==> src/design/sdel_pkg.sv <==
package sdel_pkg;

  localparam int OPC_W = 3;
  localparam int VAL_W = 32;
  localparam int STS_W = 2;
  localparam int CNT_W = 5;

  localparam logic [OPC_W-1:0] OP_PUSH_FRONT = 3'd0;
  localparam logic [OPC_W-1:0] OP_PUSH_BACK  = 3'd1;
  localparam logic [OPC_W-1:0] OP_INSERT     = 3'd2;
  localparam logic [OPC_W-1:0] OP_POP_FRONT  = 3'd3;
  localparam logic [OPC_W-1:0] OP_POP_BACK   = 3'd4;

  localparam logic [STS_W-1:0] ST_DONE  = 2'd0;
  localparam logic [STS_W-1:0] ST_EMPTY = 2'd1;
  localparam logic [STS_W-1:0] ST_FULL  = 2'd2;

  typedef struct packed {
    logic [OPC_W-1:0]        opcode;
    logic signed [VAL_W-1:0] value;
  } in_req_t;

  typedef struct packed {
    logic [STS_W-1:0]        status;
    logic [CNT_W-1:0]        count;
    logic signed [VAL_W-1:0] front_value;
    logic signed [VAL_W-1:0] back_value;
  } out_rsp_t;

  typedef enum logic {
    CTL_IDLE,
    CTL_REPORT
  } ctl_state_t;

  typedef struct packed {
    logic exec;
    logic load;
  } dp_cmd_t;

endpackage

==> src/design/sdel_ctrl.sv <==
module sdel_ctrl (
  input  logic             clk,
  input  logic             rst_n,
  input  logic             in_valid,
  output logic             in_stall,
  output logic             out_valid,
  input  logic             out_stall,
  output sdel_pkg::dp_cmd_t cmd
);
  import sdel_pkg::*;

  ctl_state_t state_r, state_nxt;
  logic       out_valid_r, out_valid_nxt;

  always_ff @(posedge clk) begin
    if (!rst_n) begin
      state_r     <= CTL_IDLE;
      out_valid_r <= 1'b0;
    end else begin
      state_r     <= state_nxt;
      out_valid_r <= out_valid_nxt;
    end
  end

  always_comb begin
    state_nxt = state_r;
    cmd       = '0;
    in_stall  = 1'b1;
    case (state_r)
      CTL_IDLE: begin
        in_stall = 1'b0;
        if (in_valid) begin
          cmd.exec  = 1'b1;
          state_nxt = CTL_REPORT;
        end
      end
      CTL_REPORT: begin
        if (!out_valid_r || !out_stall) begin
          cmd.load  = 1'b1;
          state_nxt = CTL_IDLE;
        end
      end
      default: begin
        state_nxt = CTL_IDLE;
      end
    endcase
    out_valid_nxt = cmd.load | (out_valid_r & out_stall);
  end

  assign out_valid = out_valid_r;

endmodule

==> src/design/sdel_dpath.sv <==
module sdel_dpath #(
  parameter int CAPACITY = 16
) (
  input  logic              clk,
  input  logic              rst_n,
  input  sdel_pkg::dp_cmd_t cmd,
  input  sdel_pkg::in_req_t in_req,
  output sdel_pkg::out_rsp_t out_rsp
);
  import sdel_pkg::*;

  localparam int OCC_W = $clog2(CAPACITY + 1);
  localparam int IDX_W = $clog2(CAPACITY);

  logic signed [VAL_W-1:0] entries_r [CAPACITY];
  logic signed [VAL_W-1:0] entries_nxt [CAPACITY];
  logic [OCC_W-1:0]        occ_r, occ_nxt;
  logic [STS_W-1:0]        status_r, status_nxt;
  out_rsp_t                rsp_r, rsp_nxt;

  logic                    full, empty, is_push, is_pop;
  logic [CAPACITY-1:0]     take;
  logic [IDX_W-1:0]        back_idx;

  assign full     = (occ_r == OCC_W'(CAPACITY));
  assign empty    = (occ_r == '0);
  assign is_push  = (in_req.opcode == OP_PUSH_FRONT) || (in_req.opcode == OP_PUSH_BACK) ||
                    (in_req.opcode == OP_INSERT);
  assign is_pop   = (in_req.opcode == OP_POP_FRONT) || (in_req.opcode == OP_POP_BACK);
  assign back_idx = IDX_W'(occ_r - 1'b1);

  // mark cells at or beyond the insert point
  always_comb begin
    logic run;
    logic past;
    run = 1'b0;
    for (int i = 0; i < CAPACITY; i++) begin
      past = (OCC_W'(i) >= occ_r);
      run  = run | ((OCC_W'(i) < occ_r) && (entries_r[i] > in_req.value));
      case (in_req.opcode)
        OP_PUSH_FRONT: take[i] = 1'b1;
        OP_PUSH_BACK:  take[i] = past;
        default:       take[i] = run | past;
      endcase
    end
  end

  always_comb begin
    occ_nxt    = occ_r;
    status_nxt = status_r;
    for (int i = 0; i < CAPACITY; i++) begin
      entries_nxt[i] = entries_r[i];
    end
    if (cmd.exec) begin
      status_nxt = ST_DONE;
      if (is_push) begin
        if (full) begin
          status_nxt = ST_FULL;
        end else begin
          occ_nxt = occ_r + 1'b1;
          for (int i = 0; i < CAPACITY; i++) begin
            if (take[i]) begin
              if (i == 0) begin
                entries_nxt[i] = in_req.value;
              end else if (take[i-1]) begin
                entries_nxt[i] = entries_r[i-1];
              end else begin
                entries_nxt[i] = in_req.value;
              end
            end
          end
        end
      end else if (is_pop) begin
        if (empty) begin
          status_nxt = ST_EMPTY;
        end else begin
          occ_nxt = occ_r - 1'b1;
          if (in_req.opcode == OP_POP_FRONT) begin
            for (int i = 0; i < CAPACITY - 1; i++) begin
              entries_nxt[i] = entries_r[i+1];
            end
          end
        end
      end
    end
  end

  always_comb begin
    rsp_nxt = rsp_r;
    if (cmd.load) begin
      rsp_nxt.status      = status_r;
      rsp_nxt.count       = CNT_W'(occ_r);
      rsp_nxt.front_value = empty ? '0 : entries_r[0];
      rsp_nxt.back_value  = empty ? '0 : entries_r[back_idx];
    end
  end

  always_ff @(posedge clk) begin
    if (!rst_n) begin
      occ_r <= '0;
    end else begin
      occ_r <= occ_nxt;
    end
  end

  always_ff @(posedge clk) begin
    status_r <= status_nxt;
    rsp_r    <= rsp_nxt;
    for (int i = 0; i < CAPACITY; i++) begin
      entries_r[i] <= entries_nxt[i];
    end
  end

  assign out_rsp = rsp_r;

endmodule

==> src/design/sorted_double_ended_list_core.sv <==
// Ordered double-ended list of up to CAPACITY signed 32-bit values.
// Input channel in_valid/in_stall/in_req carries an opcode and a value:
// push front, push back, ordered insert (before the first stored value
// strictly greater), pop front or pop back. Each request yields one
// response on out_valid/out_stall/out_rsp: status, count, front and back
// values (0 when empty). A pop on an empty list or a push on a full list
// leaves the list unchanged and is flagged in the status.
// Timing: a request updates the cell row in the cycle it is accepted; the
// controller then enters its report state and loads the response into the
// output register as soon as that register is empty or not stalled, which
// raises out_valid. A new request is taken only after that load.
// in_stall is high during the response-load cycle. A response waiting in
// the output register does not block the next request; a stalled response
// holds, and the following response waits behind it.
// Reset (rst_n low, synchronous) empties the list and drops any pending
// response. No clearing pass is needed.
module sorted_double_ended_list_core #(
  parameter int CAPACITY = 16
) (
  input  logic               clk,
  input  logic               rst_n,
  input  logic               in_valid,
  output logic               in_stall,
  input  sdel_pkg::in_req_t  in_req,
  output logic               out_valid,
  input  logic               out_stall,
  output sdel_pkg::out_rsp_t out_rsp
);
  import sdel_pkg::*;

  dp_cmd_t cmd;

  sdel_ctrl u_ctrl (
    .clk       (clk),
    .rst_n     (rst_n),
    .in_valid  (in_valid),
    .in_stall  (in_stall),
    .out_valid (out_valid),
    .out_stall (out_stall),
    .cmd       (cmd)
  );

  sdel_dpath #(
    .CAPACITY (CAPACITY)
  ) u_dpath (
    .clk     (clk),
    .rst_n   (rst_n),
    .cmd     (cmd),
    .in_req  (in_req),
    .out_rsp (out_rsp)
  );

  a_accept_blocks: assert property (@(posedge clk) disable iff (!rst_n)
    (in_valid && !in_stall) |=> in_stall)
    else $error("request accepted while previous still in flight");

  a_empty_zero: assert property (@(posedge clk) disable iff (!rst_n)
    (out_valid && out_rsp.status == ST_EMPTY) |->
      (out_rsp.count == '0 && out_rsp.front_value == '0 && out_rsp.back_value == '0))
    else $error("empty status with nonzero contents");

  a_full_count: assert property (@(posedge clk) disable iff (!rst_n)
    (out_valid && out_rsp.status == ST_FULL) |-> (out_rsp.count == CNT_W'(CAPACITY)))
    else $error("full status with wrong count");

  a_load_when_free: assert property (@(posedge clk) disable iff (!rst_n)
    (cmd.load && out_valid) |-> !out_stall)
    else $error("response overwritten while stalled");

endmodule
==> config.mk <==
export PLATFORM = sky130hd
export DESIGN_NAME = sorted_double_ended_list_core
export DESIGN_NICKNAME = d
export VERILOG_FILES = /design/src/design/sdel_pkg.sv /design/src/design/sdel_ctrl.sv /design/src/design/sdel_dpath.sv /design/src/design/sorted_double_ended_list_core.sv
export SDC_FILE = /design/constraint.sdc
export NUM_CORES = 2
export LEC_CHECK = 0
export BUFFER_PORTS_ARGS = -buffer_cell sky130_fd_sc_hd__buf_2
export CAP_MARGIN = 15
export CORE_ASPECT_RATIO = 1.5
export CORE_MARGIN = 2
export CORE_UTILIZATION = 30
export DETAILED_ROUTE_END_ITERATION = 7
export SYNTH_ARGS = -nofsm -noshare
export SYNTH_HDL_FRONTEND = slang
export SYNTH_SLANG_ARGS = --single-unit
==> constraint.sdc <==
create_clock -name clk -period 7.45 [get_ports clk]
set_input_delay 1.49 -clock clk [delete_from_list [all_inputs] [get_ports clk]]
set_output_delay 1.49 -clock clk [all_outputs]
set_load 0.02 [all_outputs]
==> impl_metrics.json <==
{
  "grtUsageTotal": 0.297,
  "die_w_um": 322,
  "dp.cells": 6434,
  "cp_data_required_time_ps": 7870,
  "io_pins": 112,
  "endpoint": "u_dpath.entries_r[15][10]",
  "fin_skew_ps": 48.7,
  "cts_buffers": 67,
  "rr_worst_depth": 12,
  "gp_congestion": 1.05,
  "critPathLaunchType": "input port",
  "p_int_w": 0.00705,
  "p_comb_frac": 0.339,
  "drt_iter0_drc": 6011,
  "crit_start": "in_req[30]",
  "grt_max_degree": 144,
  "drv_slew": 0,
  "crit_fanout": 17,
  "synth_edf_count": 585,
  "cts.repair.resized": 0,
  "switching_share": 0.397,
  "drt-vias-per-instance": 6.54,
  "worstPathCellList": "buf_2 -> inv_1 -> ha_1 -> nand4_1 -> or2_2 -> nor3_1 -> buf_4 -> a21boi_0 -> o31ai_1 -> a31o_1 -> o41a_2 -> nor3_4 -> buf_4 -> mux2_2",
  "p_switching_w": 0.00465,
  "ys_types": 77,
  "cts_sinks": 592,
  "final.setup.tns_ps": 0,
  "hpwl_mm": 168,
  "cts_setup_buffers": 0,
  "dominantRegCellSynth": "edfxtp_1",
  "first_pass_iters": 6,
  "hold_violations": 0,
  "drive_gt1_frac": 0.143,
  "die_area_um2": 155000,
  "antenna_found_initial": 23,
  "grt_pass1_wl_mm": 325,
  "grt-ovfl-total": 0,
  "ys_warn_count": 0,
  "end_kind": "register",
  "seq_area_frac_synth": 0.389,
  "syn2layout_area_growth_pct": 13.8,
  "slew_headroom": 0.0807,
  "finalPower_w": 0.0117,
  "maxCapViolCount": 0,
  "cts_hold_buffers": 0,
  "wire_per_inst_um": 35.9,
  "fin_util": 0.343,
  "root_buffer": "clkbuf_16",
  "core-area_um2": 151000,
  "layout_common_cells": "585 x edfxtp_1, 544 x nand3_1, 516 x ha_1",
  "slowest_stage": "a21boi_0",
  "period_share": 0.874,
  "dr_total_vias": 42947,
  "period_needed_ps": 6510,
  "syn_avg_cell_area_um2": 10.3,
  "routed_wl_mm": 236,
  "ant_nets": 0,
  "synthCells": 4433,
  "num_rows": 175,
  "die_height_um": 481,
  "synthArstFlopShare": 0,
  "n_fill_cell": 15237,
  "r2r-end": "u_dpath.entries_r[15][10]",
  "cts.path.max_buffers": 3,
  "seqPwrFrac": 0.355,
  "cp.arrival_ps": 6930,
  "p_leak_nw": 19.7,
  "clkTransAtPathRegs_ps": 60,
  "p_per_area_nw_per_um2": 226,
  "start_util": 0.301,
  "status": "complete, no violations",
  "layout.cells.non_filler": 6563,
  "drcViolationCount": 0,
  "worstMarginPinSlew_ps": 1370,
  "cts_tree": "built",
  "fin_nets": 5028,
  "r2r_slack_ps": 1870,
  "netlist_area_um2": 45600,
  "ys_ff_latch": 592,
  "hp-class": "register to register",
  "grt_pass1_vias": 41065,
  "synthesis.nets": 4989,
  "max_stage_delay_ps": 630,
  "io_buffers": 111,
  "path_common_cell": "buf_4",
  "setup_viol_count_final": 0,
  "clock_latency_ps": 710,
  "power.clock.fraction": 0.306,
  "max_freq_ghz": 0.154,
  "rsz0062_at_grt": "no",
  "path_class": "input port to register",
  "min_from": "u_dpath.status_r[1]",
  "h-tree-depth": 3,
  "final_common_cell": "edfxtp_1",
  "peakVddDrop_mv": 0.161,
  "timing.rr.start": "u_dpath.entries_r[1][31]"
}
## worst max-delay path: cells and delay by family
kind	cells	cell delay, ps
AO/OA/AOI/OAI	4	1690
AND/OR/NAND/NOR	4	1530
buffers and inverters	4	1280
adder cells (fa/ha/maj)	1	480
multiplexers	1	380
## cell families after synthesis
family / share of synthesized area
multiplexers: 0.114
AO/OA/AOI/OAI: 0.163
buffers and inverters: 0.0338
AND/OR/NAND/NOR: 0.158
adder cells (fa/ha/maj): 0.142
flip-flops: 0.389
XOR/XNOR: 0.00115
## how the worst min path moves through the flow
stage	endpoint	cells after the start	slack [ps]
final	u_dpath.out_rsp[70]	0	420
after global routing	u_dpath.out_rsp[70]	0	430
after CTS	u_dpath.out_rsp[70]	0	420
after detailed placement	u_dpath.out_rsp[69]	0	400
after global placement	u_dpath.out_rsp[69]	0	400
after floorplan	u_dpath.out_rsp[69]	0	400
## power by group through the flow
stage	combinational [W]	sequential, W	clock, W
finish	0.00397	0.00415	0.00358
floorplan	0.00205	0.00416	0
global placement	0.00378	0.00421	0
detailed placement	0.00381	0.00421	0
global route	0.00407	0.00415	0.00371
CTS	0.00382	0.00414	0.00360
## flip-flops by register name, summed over array words and instances (netlist names)
register and flops:
u_dpath.entries_r 512, u_dpath.out_rsp 71, u_dpath.occ_r 5, u_dpath.status_r 2, u_ctrl.out_valid 1, u_ctrl.state_r 1
## final cells by class
class / instances / area [um^2] / area share
Antenna cell: 5 / 12.5 / 0.000241
Sequential cell: 592 / 17700 / 0.342
Multi-Input combinational cell: 3443 / 27000 / 0.520
Timing Repair Buffer: 307 / 2200 / 0.0425
Clock inverter: 42 / 454 / 0.00876
Inverter: 61 / 229 / 0.00442
Tap cell: 2035 / 2550 / 0.0491
Clock buffer: 78 / 1750 / 0.0337
## cells in the mapped netlist, types with 8 or more instances
master,count,share of area
o2111ai_1,227,0.044
buf_1,32,0.0026
nand2b_1,13,0.0018
a211oi_1,82,0.014
nand2_1,494,0.041
o21a_1,17,0.0028
clkbuf_1,285,0.023
buf_2,17,0.0019
a2111oi_0,8,0.0015
mux2i_1,193,0.042
and3_1,8,0.0011
nor3_1,51,0.0056
and2_1,9,0.0012
mux2_2,24,0.0059
ha_1,517,0.14
inv_1,61,0.0050
o21ai_0,208,0.023
mux2_1,8,0.0020
nor2b_1,95,0.013
and4_1,19,0.0037
nor4_1,18,0.0025
o31a_1,8,0.0015
nand3_1,545,0.060
a21o_1,84,0.014
o211ai_1,28,0.0046
nand4_1,82,0.011
mux4_2,128,0.063
o31ai_1,40,0.0066
o22ai_1,8,0.0011
edfxtp_1,585,0.39
a21oi_1,199,0.022
nor2_1,144,0.012
a31oi_1,21,0.0029
or3_1,10,0.0014
a221o_1,71,0.016
## metrics by stage
| stage | setup WS, ps | area [um^2] | hold WS [ps] |
|---|---|---|---|
| global route | 996 | 51800 | 429 |
| finish | 942 | 51900 | 419 |
| floorplan | 156 | 45600 | 400 |
| global placement | 477 | 49600 | 405 |
| CTS | 1120 | 51800 | 420 |
| detailed placement | 409 | 49600 | 405 |
## routing by layer
layer | vias up | GRT usage | share of wire
met5 | - | 0 | 0.00064
met4 | 26 | 0.211 | 0.084
met3 | 843 | 0.0630 | 0.098
met2 | 3056 | 0.473 | 0.45
met1 | 21371 | 0.355 | 0.36
li1 | 17651 | - | -
No activity file was read; power rests on OpenSTA's default activity.
